--- config.mk ---
export PLATFORM = sky130hd
export DESIGN_NAME = cma_divider
export DESIGN_NICKNAME = d
export VERILOG_FILES = /design/src/design/cma_pkg.sv /design/src/design/cma_divider.sv
export SDC_FILE = /design/constraint.sdc
export NUM_CORES = 1
export LEC_CHECK = 0
export BUFFER_PORTS_ARGS = -buffer_cell sky130_fd_sc_hd__buf_4
export CAP_MARGIN = 20
export CORE_ASPECT_RATIO = 2
export CORE_MARGIN = 3
export CORE_UTILIZATION = 50
export DETAILED_ROUTE_END_ITERATION = 7
export PLACE_DENSITY = 0.73
export SLEW_MARGIN = 20
export SYNTH_ARGS = -nofsm -noshare
export SYNTH_HDL_FRONTEND = slang
export SYNTH_SLANG_ARGS = --single-unit
export TNS_END_PERCENT = 30
--- constraint.sdc ---
create_clock -name clk -period 9.75 [get_ports clk]
set_clock_uncertainty 0.05 [all_clocks]
set_input_delay 1.4625 -clock clk [delete_from_list [all_inputs] [get_ports clk]]
set_output_delay 1.4625 -clock clk [all_outputs]
set_load 0.01 [all_outputs]
--- src/design/cma_pkg.sv ---
// Shared constants, codes and types for the covariance matrix accumulator.
// Used by the accumulator store, the divider and the top level.
package cma_pkg;

    // Matrix size and row limit
    localparam int COLUMNS  = 16;
    localparam int MAX_ROWS = 4096;

    // Field and storage widths
    localparam int COL_W    = (COLUMNS > 1) ? $clog2(COLUMNS) : 1;
    localparam int ADDR_W   = 2 * COL_W;
    localparam int DEPTH    = COLUMNS * COLUMNS;
    localparam int ACC_W    = 48;
    localparam int SAMPLE_W = 16;
    localparam int PROD_W   = 2 * SAMPLE_W;
    localparam int ROW_W    = $clog2(MAX_ROWS + 1);
    localparam int CFG_W    = 5;
    localparam int IDX_W    = 4;
    localparam int CMP_W    = (COL_W + 1 > CFG_W) ? COL_W + 1 : CFG_W;
    localparam int STEP_W   = $clog2(ACC_W);

    // Dimension register reset value
    localparam logic [CFG_W-1:0] CFG_RESET = CFG_W'(16);

    // Operation codes of an input word
    typedef enum logic [1:0] {
        OP_ADD   = 2'd0,
        OP_READ  = 2'd1,
        OP_CLEAR = 2'd2,
        OP_NOP   = 2'd3
    } op_t;

    // Control sequencer states
    typedef enum logic [2:0] {
        S_IDLE,
        S_ADD,
        S_DRAIN,
        S_RDWAIT,
        S_DIV,
        S_RES
    } state_t;

endpackage

--- src/design/cma_divider.sv ---
// Iterative signed divider: one quotient bit per cycle, truncates toward zero.
// Divides an ACC_W-bit sum by an unsigned ROW_W-bit nonzero count. Depends on cma_pkg.
module cma_divider
    import cma_pkg::*;
(
    input  logic             clk,
    input  logic             rst_n,
    input  logic             start,
    input  logic [ACC_W-1:0] dividend,
    input  logic [ROW_W-1:0] divisor,
    output logic             done,
    output logic [ACC_W-1:0] quotient
);

    logic              busy_reg;
    logic              done_reg;
    logic              neg_reg;
    logic [STEP_W-1:0] step_reg;
    logic [ACC_W-1:0]  dvd_reg;
    logic [ROW_W-1:0]  rem_reg;
    logic [ROW_W-1:0]  den_reg;
    logic [ROW_W:0]    shifted;
    logic              fits;

    // Trial subtraction for the next quotient bit
    assign shifted = {rem_reg, dvd_reg[ACC_W-1]};
    assign fits    = shifted >= {1'b0, den_reg};

    // Sequence control
    always_ff @(posedge clk or negedge rst_n)
    begin
        if (!rst_n)
        begin
            busy_reg <= 1'b0;
            done_reg <= 1'b0;
            step_reg <= '0;
        end
        else
        begin
            done_reg <= 1'b0;
            if (start)
            begin
                busy_reg <= 1'b1;
                step_reg <= '0;
            end
            else if (busy_reg)
            begin
                step_reg <= step_reg + STEP_W'(1);
                if (step_reg == STEP_W'(ACC_W - 1))
                begin
                    busy_reg <= 1'b0;
                    done_reg <= 1'b1;
                end
            end
        end
    end

    // Load magnitudes, then shift in one quotient bit per cycle
    always_ff @(posedge clk)
    begin
        if (start)
        begin
            neg_reg <= dividend[ACC_W-1];
            dvd_reg <= dividend[ACC_W-1] ? (~dividend + ACC_W'(1)) : dividend;
            den_reg <= divisor;
            rem_reg <= '0;
        end
        else if (busy_reg)
        begin
            rem_reg <= fits ? ROW_W'(shifted - {1'b0, den_reg}) : shifted[ROW_W-1:0];
            dvd_reg <= {dvd_reg[ACC_W-2:0], fits};
        end
    end

    assign done     = done_reg;
    assign quotient = neg_reg ? (~dvd_reg + ACC_W'(1)) : dvd_reg;

endmodule

# Yosys cells after proc, flatten, opt, wreduce, memory -nomap -nowiden
# Index checks and enable logic that the tools add are counted.
[op_classes]
bitwise_logic = 2
n_reduce_logical = 1
mux = 13
add_sub_neg = 4
n_lt_le_gt_ge = 1
n_eq_ne = 1
[ops]
columns = ["cell", "count"]
rows = [
  ["$mux 48", 4],
  ["$add 48x1->48 const B", 2],
  ["$not 48->48", 2],
  ["$ge 14x13->1", 1],
  ["$mux 13", 1],
  ["$sub 13x13->13", 1],
  ["$mux 6", 2],
  ["$add 6x1->6 const B", 1],
  ["$eq 6x6->1 const B", 1],
  ["$mux 1", 6],
  ["$reduce_bool 2->1", 1],
]
[totals]
in_bits = 64
register_bits = 83
output_inout_bits = 49
wordCells = 29

# Longest topological paths before layout
# Gate-level depths: netlist of the first run.
[depth]
word_depth = 4
depth_mapped = 11
ltp_nobuf = 10

# Least setup slack after synthesis of the first run
# Ideal clock, no wire load.
[synth_timing]
path_type = "register -> output"
start = "register dvd_reg[36]"
end = "output quotient[47]"
setup_slack_ns = 5.517
stages_incl_launch_ff = 7
path_buffers = 0
arrival_ns = 2.720
required_ns = 8.238
cell_sequence = "edfxtp_1 > or4_4 > or4_4 > or4_4 > or4_4 > o31ai_2 > xnor2_1"
[synth_via]
elab_chain_len = 3
[synth_rtl]
columns = ["item", "line_no", "rtl"]
rows = [
  ["start, declared", "cma_divider.sv:19", "logic [ACC_W-1:0] dvd_reg;"],
  ["start signal, assigned", "cma_divider.sv:64", "dvd_reg <= dividend[ACC_W-1] ? (~dividend + ACC_W'(1)) : dividend;"],
  ["start signal, assigned", "cma_divider.sv:71", "dvd_reg <= {dvd_reg[ACC_W-2:0], fits};"],
  ["$not 48->48", "cma_divider.sv:76", "assign quotient = neg_reg ? (~dvd_reg + ACC_W'(1)) : dvd_reg;"],
  ["$add 48x1->48", "cma_divider.sv:76", ""],
  ["$mux 48", "cma_divider.sv:76", ""],
  ["end, declared", "cma_divider.sv:12", "output logic [ACC_W-1:0] quotient"],
]
# Every way passes these cells.

# Worst setup path in the final report of the first run
[layout_timing]
start = "register dvd_reg[12]"
end = "output quotient[44]"
# Same word-level chain as after synthesis.

==> results of run 1 <==
## cell type report
type,instances,area (um^2)
Fill cell,998,4461
Multi-Input combinational cell,514,3450
Sequential cell,83,2322
Timing Repair Buffer,116,870.8
Clock buffer,11,264.0
Tap cell,145,181.4
Inverter,24,90.09
Clock inverter,5,62.56
## power groups by stage
stage	clock network, mW	registers, mW	logic [mW]
2_1_floorplan	0	0.487	0.339
3_3_place_gp	0	0.504	0.490
3_5_place_dp	0	0.507	0.503
4_1_cts	0.377	0.500	0.506
5_1_grt	0.390	0.508	0.561
6_report	0.372	0.501	0.508
## tightest hold or removal path: stages, from the launching register on
cell and delay (ns):
dfxtp_1 0.33, nor2_1 0.09, a211oi_1 0.05
## layer usage
metal | global-route usage, % | wire length [um]
met5 | 0 | 0
met4 | 14.57 | 835
met3 | 3.491 | 752
met2 | 45.98 | 9042
met1 | 23.59 | 5446
## logic make-up (layout without fill, tap and decap cells)
kind of cell               after synthesis  count (layout)
adders and majority gates               17              17
and+or+nand+nor                        211             211
muxes                                    7               7
buffers and inverters                   59             156
AOI/OAI and AO/OA                      177             177
DFF                                     83              83
xor gates and xnor gates               102             102
## how the worst min path moves through the flow
| stage | endpoint | slack, ns | cells after the start |
|---|---|---|---|
| after floorplan | rem_reg[8] | 0.42 | 2 |
| after global placement | rem_reg[1] | 0.45 | 2 |
| after detailed placement | rem_reg[5] | 0.46 | 2 |
| after CTS | rem_reg[3] | 0.47 | 2 |
| after global routing | rem_reg[4] | 0.50 | 2 |
| final | rem_reg[4] | 0.46 | 2 |
## layout by cell type, fill, tap and decap left out, types with 3 or more instances in the layout
cell type  synthesis  layout
a211oi_1           7       7
a21o_1             5       5
a21oi_1           54      54
a311oi_1           4       4
a31oi_1            3       3
and3_1             4       4
buf_4              1     116
clkbuf_16          0      10
dfrtp_1            8       8
dfxtp_1           13      13
edfxtp_1          62      62
ha_1              16      16
inv_1             24      23
inv_6              0       3
mux2i_1            6       6
nand2_1           34      34
nand2b_1           8       8
nand3_1           11      11
nand3b_1           5       5
nand4_1           11      11
nand4b_1           4       4
nor2_1            79      79
nor2b_1            4       4
nor3_1             6       6
nor3b_1            3       3
o211ai_1           3       3
o21ai_0           34      34
o21ai_1            8       7
o31ai_1           24      24
o41ai_1           14      14
o41ai_2            3       3
or2_2              3       3
or3_1              7       7
or4_1             17      17
or4_4              4       4
xnor2_1           50      50
xor2_1            52      52
==> metrics.md, run 1 <==
| Metric | Value |
|---|---|
| Fin. Hold Viols | `0` |
| Placed cell areas | `0.006914 mm^2` |
| Seq/Total Area, Yosys | `38.73%` |
| Htree depth | `3` |
| Pre-Repair DR Iteration Count | `5` |
| Number of setup violations in the final report | `0` |
| Reg2Reg Capture Point | `rem_reg[5]` |
| Top cell type's share of synthesized area | `31.05%` |
| Worst path required time | `around 8.2 ns` |
| VDD IR max | `158.4 uV` |
| Core Util, Final | `61.88%` |
| Ports | `113` |
| Hold_buf cts | `0` |
| Die width | `83.43 um` |
| Power share of the combinational group | `36.8%` |
| Clock buffers created by TritonCTS | `9` |
| Worst skew pair latency | `0.34 ns` |
| Buffers on Ports | `112` |
| Final #Nets | `829` |
| Worst reg2reg path depth | `10` |
| Flop pwr share | `a little over a third` |
| Setup CP Type | `reg2out` |
| Non-Filler Instances | `898` |
| Global route overflow | `0` |
| Clock power frac | `between 20% and 30%` |
| Critical-path cell list | `or4_1 > nor4_2 > nand4b_1 > or4_1 > o31ai_1 > xnor2_1 > buf_4` |
| Worst slack at placement | `around 5 ns` |
| GP Congestion | `roughly 0.99` |
| Max Cap Viol | `0` |
| RSZ-0062 raised after global routing | `false` |
| Max FFs per register | `48` |
| Post-DP HPWL | `approximately 12,000 um` |
| Crit path DAT | `3.58 ns` |
| Fin area | `0.007241 mm^2` |
| Most common library cells after synthesis | `nor2_1, edfxtp_1, a21oi_1` |
| Vias/cell | `6.056` |
| Rel. slew slack | `30.56%` |
| Overall Power | `roughly 1.4 mW` |
| Cell family with most CP delay | `simple AND/OR/NAND/NOR gates` |
| Area Overhead vs Synth | `20.76%` |
| Tmin final | `just over 5 ns` |
| Pin count of the biggest net entering global routing | `76` |
| Via count | `5,438` |
| Row Count | `56` |
| Switching share of power | `34.77%` |
| Worst R2R Start | `dvd_reg[47]` |
| Antenna diode count | `0` |
| CTS tree | `built` |
| Power per Cell Area | `190.8 mW/mm^2` |
| Worst min path class | `reg2reg` |
| DIE HEIGHT | `160.9 um` |
| Post-synthesis adder-cell area fraction | `3.673%` |
| PostCTS Resize Cnt | `0` |
| ANT nets after route | `0` |
| Fraction of layout cells with a size suffix above 1 | `19.79%` |
| Pleak | `around 2.8 nW` |
| Post-route DRC | `0` |
| # clock sinks | `83` |
| Final WS setup | `4.656 ns` |
| Worst-Margin Slew | `1.040 ns` |
| Top-count cell post-synth | `nor2_1` |
| CP Capture Type | `output pin` |
| Synth Area in XOR/XNOR | `roughly 15%` |
| Yosys reg bits | `83` |
| Launch point of the worst path | `dvd_reg[12]` |
| Status | `finished clean` |
| Mapped cell area | `0.005996 mm^2` |
| CP max stage delay | `0.80 ns` |
| Post-synth net total | `between 700 and 800` |
| Post-synth top area cell | `edfxtp_1` |
| NetSw | `480.5 uW` |
| Most used cell, CP | `or4_1` |
| Initial Utilization | `51.24%` |
| CP endpoint | `quotient[44]` |
| WP depth | `7` |
| Minimum hold slack | `between 0.4 and 0.5 ns` |
| Max Buffers Root-to-Sink | `2` |
| Mapped Avg Cell Area | `9.140 um^2` |
| Synth Flop Type | `edfxtp_1` |
| Post-Route Setup TNS | `0 ns` |
| Distinct cell type count after synthesis | `60` |
| Critical path's slowest cell | `or4_1` |
| Largest family of logic cells by synthesized area | `compound AO/OA/AOI/OAI gates` |
| WL/cell | `between 15 and 20 um` |
| WP buf/inv | `1` |
| Max Fclk | `approximately 0.2 GHz` |
| Core area | `about 0.012 mm^2` |
| Placed cells | `882` |
| DR iter-0 viols | `between 300 and 400` |
| Antenna violations before repair | `0` |
| FFs w/ async S/R, synth | `9.639%` |
| Hold_sp | `rem_reg[4]` |
| Global-route wire length before repair | `about 26,000 um` |
| Worst-path maximum fanout | `7` |
| Largest cells by area after synthesis | `edfxtp_1, xor2_1, xnor2_1` |
| Vias in the first global route | `approximately 5.6k` |
| Die Area | `0.01342 mm^2` |
| Fin crit share | `52.25%` |
| Cells after Synth | `656` |
| GR Util All Layers | `about a quarter` |
| Post-synthesis mux area share | `roughly 1.2%` |
| Drt total wl | `~16,000 um` |
| Post-CTS setup buffer count | `0` |
| Synth Area in Compound Gates | `19.34%` |
| Internal power | `901.2 uW` |
| Worst Setup Start Kind | `register` |
| Worst reg-to-reg setup slack | `6.61 ns` |
| Simple-Gate Fraction of Synth Area | `a little under a fifth` |
| Max-slew violations | `0` |
| Syn. warnings | `0` |
| Clk root buf | `clkbuf_16` |
| CTS clk-pin slew, worst paths | `0.07 ns` |
| Post-synth EDFFs | `62` |
(Power assumes the default switching activity.)
==> run 2: changes to the inputs <==
==> constraint.sdc (replaced) <==
create_clock -name clk -period 4.75 [get_ports clk]
set_clock_uncertainty 0.05 [all_clocks]
set_input_delay 0.7125 -clock clk [delete_from_list [all_inputs] [get_ports clk]]
set_output_delay 0.7125 -clock clk [all_outputs]
set_load 0.01 [all_outputs]
==> run 2 against run 1 <==
Effect of this change:
- worst hold slack worse by 0.34 ns
- cell count is 0.33% higher
- clock power is 96% higher
- combinational power is 110% higher
- final area hardly changed
- flip-flop and latch count stayed put
- wire length is 1.0% lower
- non-clock buffer count is 3 higher
- largest cell class unchanged
- largest power group unchanged
==> metrics.md, run 2 (synthesized netlist as in run 1, its figures left out) <==
| Metric | Value |
|---|---|
| Worst skew pair latency | `about 0.34 ns` |
| Fin. Hold Viols | `0` |
| PostCTS Resize Cnt | `0` |
| Max Buffers Root-to-Sink | `2` |
| Worst R2R Start | `dvd_reg[47]` |
| Global-route wire length before repair | `around 26,000 um` |
| Max FFs per register | `48` |
| Antenna diode count | `0` |
| Footprint of the multi-input gates | `approximately 0.0034 mm^2` |
| Hold_buf cts | `0` |
| Worst reg2reg path depth | `10` |
| Final #Nets | `~830` |
| Max Cap Viol | `0` |
| CTS clk-pin slew, worst paths | `0.07 ns` |
| GP Congestion | `0.9509` |
| DR top layer | `met4` |
| Fraction of layout cells with a size suffix above 1 | `20.11%` |
| Die Area | `0.01342 mm^2` |
| # clock sinks | `83` |
| Crit path DAT | `3.43 ns` |
| Row Count | `56` |
| M1 WL | `roughly 5400 um` |
| Worst-Margin Slew | `1.045 ns` |
| CP max stage delay | `a little under 0.7 ns` |
| Setup CP Type | `reg2out` |
| Worst reg-to-reg setup slack | `1.58 ns` |
| VDD IR max | `around 290 uV` |
| Pin count of the biggest net entering global routing | `83` |
| Post-Route Setup TNS | `0 ns` |
| Die width | `83.43 um` |
| Pre-Repair DR Iteration Count | `5` |
| Register area | `~0.0023 mm^2` |
| Worst-path maximum fanout | `7` |
| Antenna violations before repair | `0` |
| Global route overflow | `0` |
| Minimum hold slack | `0.1235 ns` |
| Met3 wire len | `745 um` |
| Post-route DRC | `0` |
| WL/cell | `~18 um` |
| Commonest non-fill, non-tap cell in the layout | `buf_4` |
| Buffers on Ports | `112` |
| Reg2Reg Capture Point | `rem_reg[5]` |
| ANT nets after route | `0` |
| Post-CTS setup buffer count | `0` |
| CTS tree | `built` |
| Critical-path cell list | `or4_1 > nor4_2 > nand4b_1 > buf_4 > or4_1 > o41ai_1 > xnor2_1 > buf_4` |
| Initial Utilization | `51.24%` |
| RSZ-0062 raised after global routing | `false` |
| Max-slew violations | `0` |
| CP Capture Type | `output pin` |
| Most frequent cells in the layout | `buf_4, nor2_1, edfxtp_1` |
| Clk root buf | `clkbuf_16` |
| Status | `finished clean` |
| Worst slack at placement | `0.9330 ns` |
| Via count | `between 5k and 6k` |
| Power per Cell Area | `387.1 mW/mm^2` |
| Worst Setup Start Kind | `register` |
| Number of setup violations in the final report | `0` |
| DIE HEIGHT | `160.9 um` |
| Placed cell areas | `between 0.006 and 0.007 mm^2` |
| DR iter-0 viols | `318` |
| Met2 WL | `8927 um` |
| Vias/cell | `6.018` |
| Max Fclk | `0.2383 GHz` |
| Tmin final | `4.197 ns` |
| GR Util All Layers | `24.02%` |
| Clock buffers created by TritonCTS | `9` |
| Final WS setup | `0.5528 ns` |
| Drt total wl | `15,910 um` |
| Core area | `0.01170 mm^2` |
| Pleak | `2.821 nW` |
| Critical path's slowest cell | `or4_1` |
| Vias in the first global route | `around 5.5k` |
| Fin area | `slightly above 0.007 mm^2` |
| Area Overhead vs Synth | `20.81%` |
| # fillers | `1,020` |
| Post-DP HPWL | `~12,000 um` |
| Ports | `between 100 and 150` |
| Fin crit share | `between 80% and 90%` |
| Htree depth | `3` |
| Rel. slew slack | `30.36%` |
| Worst path required time | `3.99 ns` |
| Worst min path class | `in2async` |
==> run 2: cell types whose count changed in the layout (fill, tap and decap cells not counted), sizes merged <==
cell    change
buf         +3
clkinv      +2
clkbuf      -2
==> run 2: per-layer routing <==
layer  vias to the layer above  GRT usage, %
li1                       2620             -
met1                      2566         23.71
met2                       185         46.02
met3                        51         4.312
met4                         0         13.40
met5                         -             0
==> run 2: how the worst max path moves through the flow <==
stage	start	endpoint	slack (ns)
finish	dvd_reg[12]	quotient[36]	0.55
global route	dvd_reg[12]	quotient[36]	0.32
CTS	dvd_reg[12]	quotient[36]	0.55
detailed placement	dvd_reg[12]	quotient[36]	0.93
global placement	dvd_reg[13]	quotient[36]	1.04
floorplan	dvd_reg[36]	quotient[47]	1.27
==> run 2: per-stage QoR <==
| step | util, % | cells | power, mW |
|---|---|---|---|
| final | 61.90 | 901 | 2.804 |
| after global routing | 61.90 | 901 | 2.965 |
| after CTS | 61.90 | 901 | 2.812 |
| after detailed placement | 59.28 | 885 | 2.076 |
| after global placement | 59.25 | 885 | 2.042 |
| after floorplan | - | 656 | 1.696 |
==> run 2: critical path, delay by kind of cell, from the launching register on <==
kind	cells	cell delay (ns)
flip-flops	1	0.44
XOR/XNOR	1	0.18
AND/OR/NAND/NOR	4	1.73
AO/OA/AOI/OAI	1	0.40
buffers and inverters	2	0.34
==> run 2: final cells by class <==
cell class                 instances  area share, %
clock inverter                     7          1.123
clock buffer                       9          3.109
sequential                        83          32.06
timing repair buffer             119          12.33
tap                              145          2.505
inverter                          24          1.244
multi-input combinational        514          47.62
==> run 2: power breakdown <==
group,switching [mW],internal (mW)
Combinational,0.562,0.487
Sequential,0.121,0.904
Clock,0.313,0.417
Total,0.996,1.81
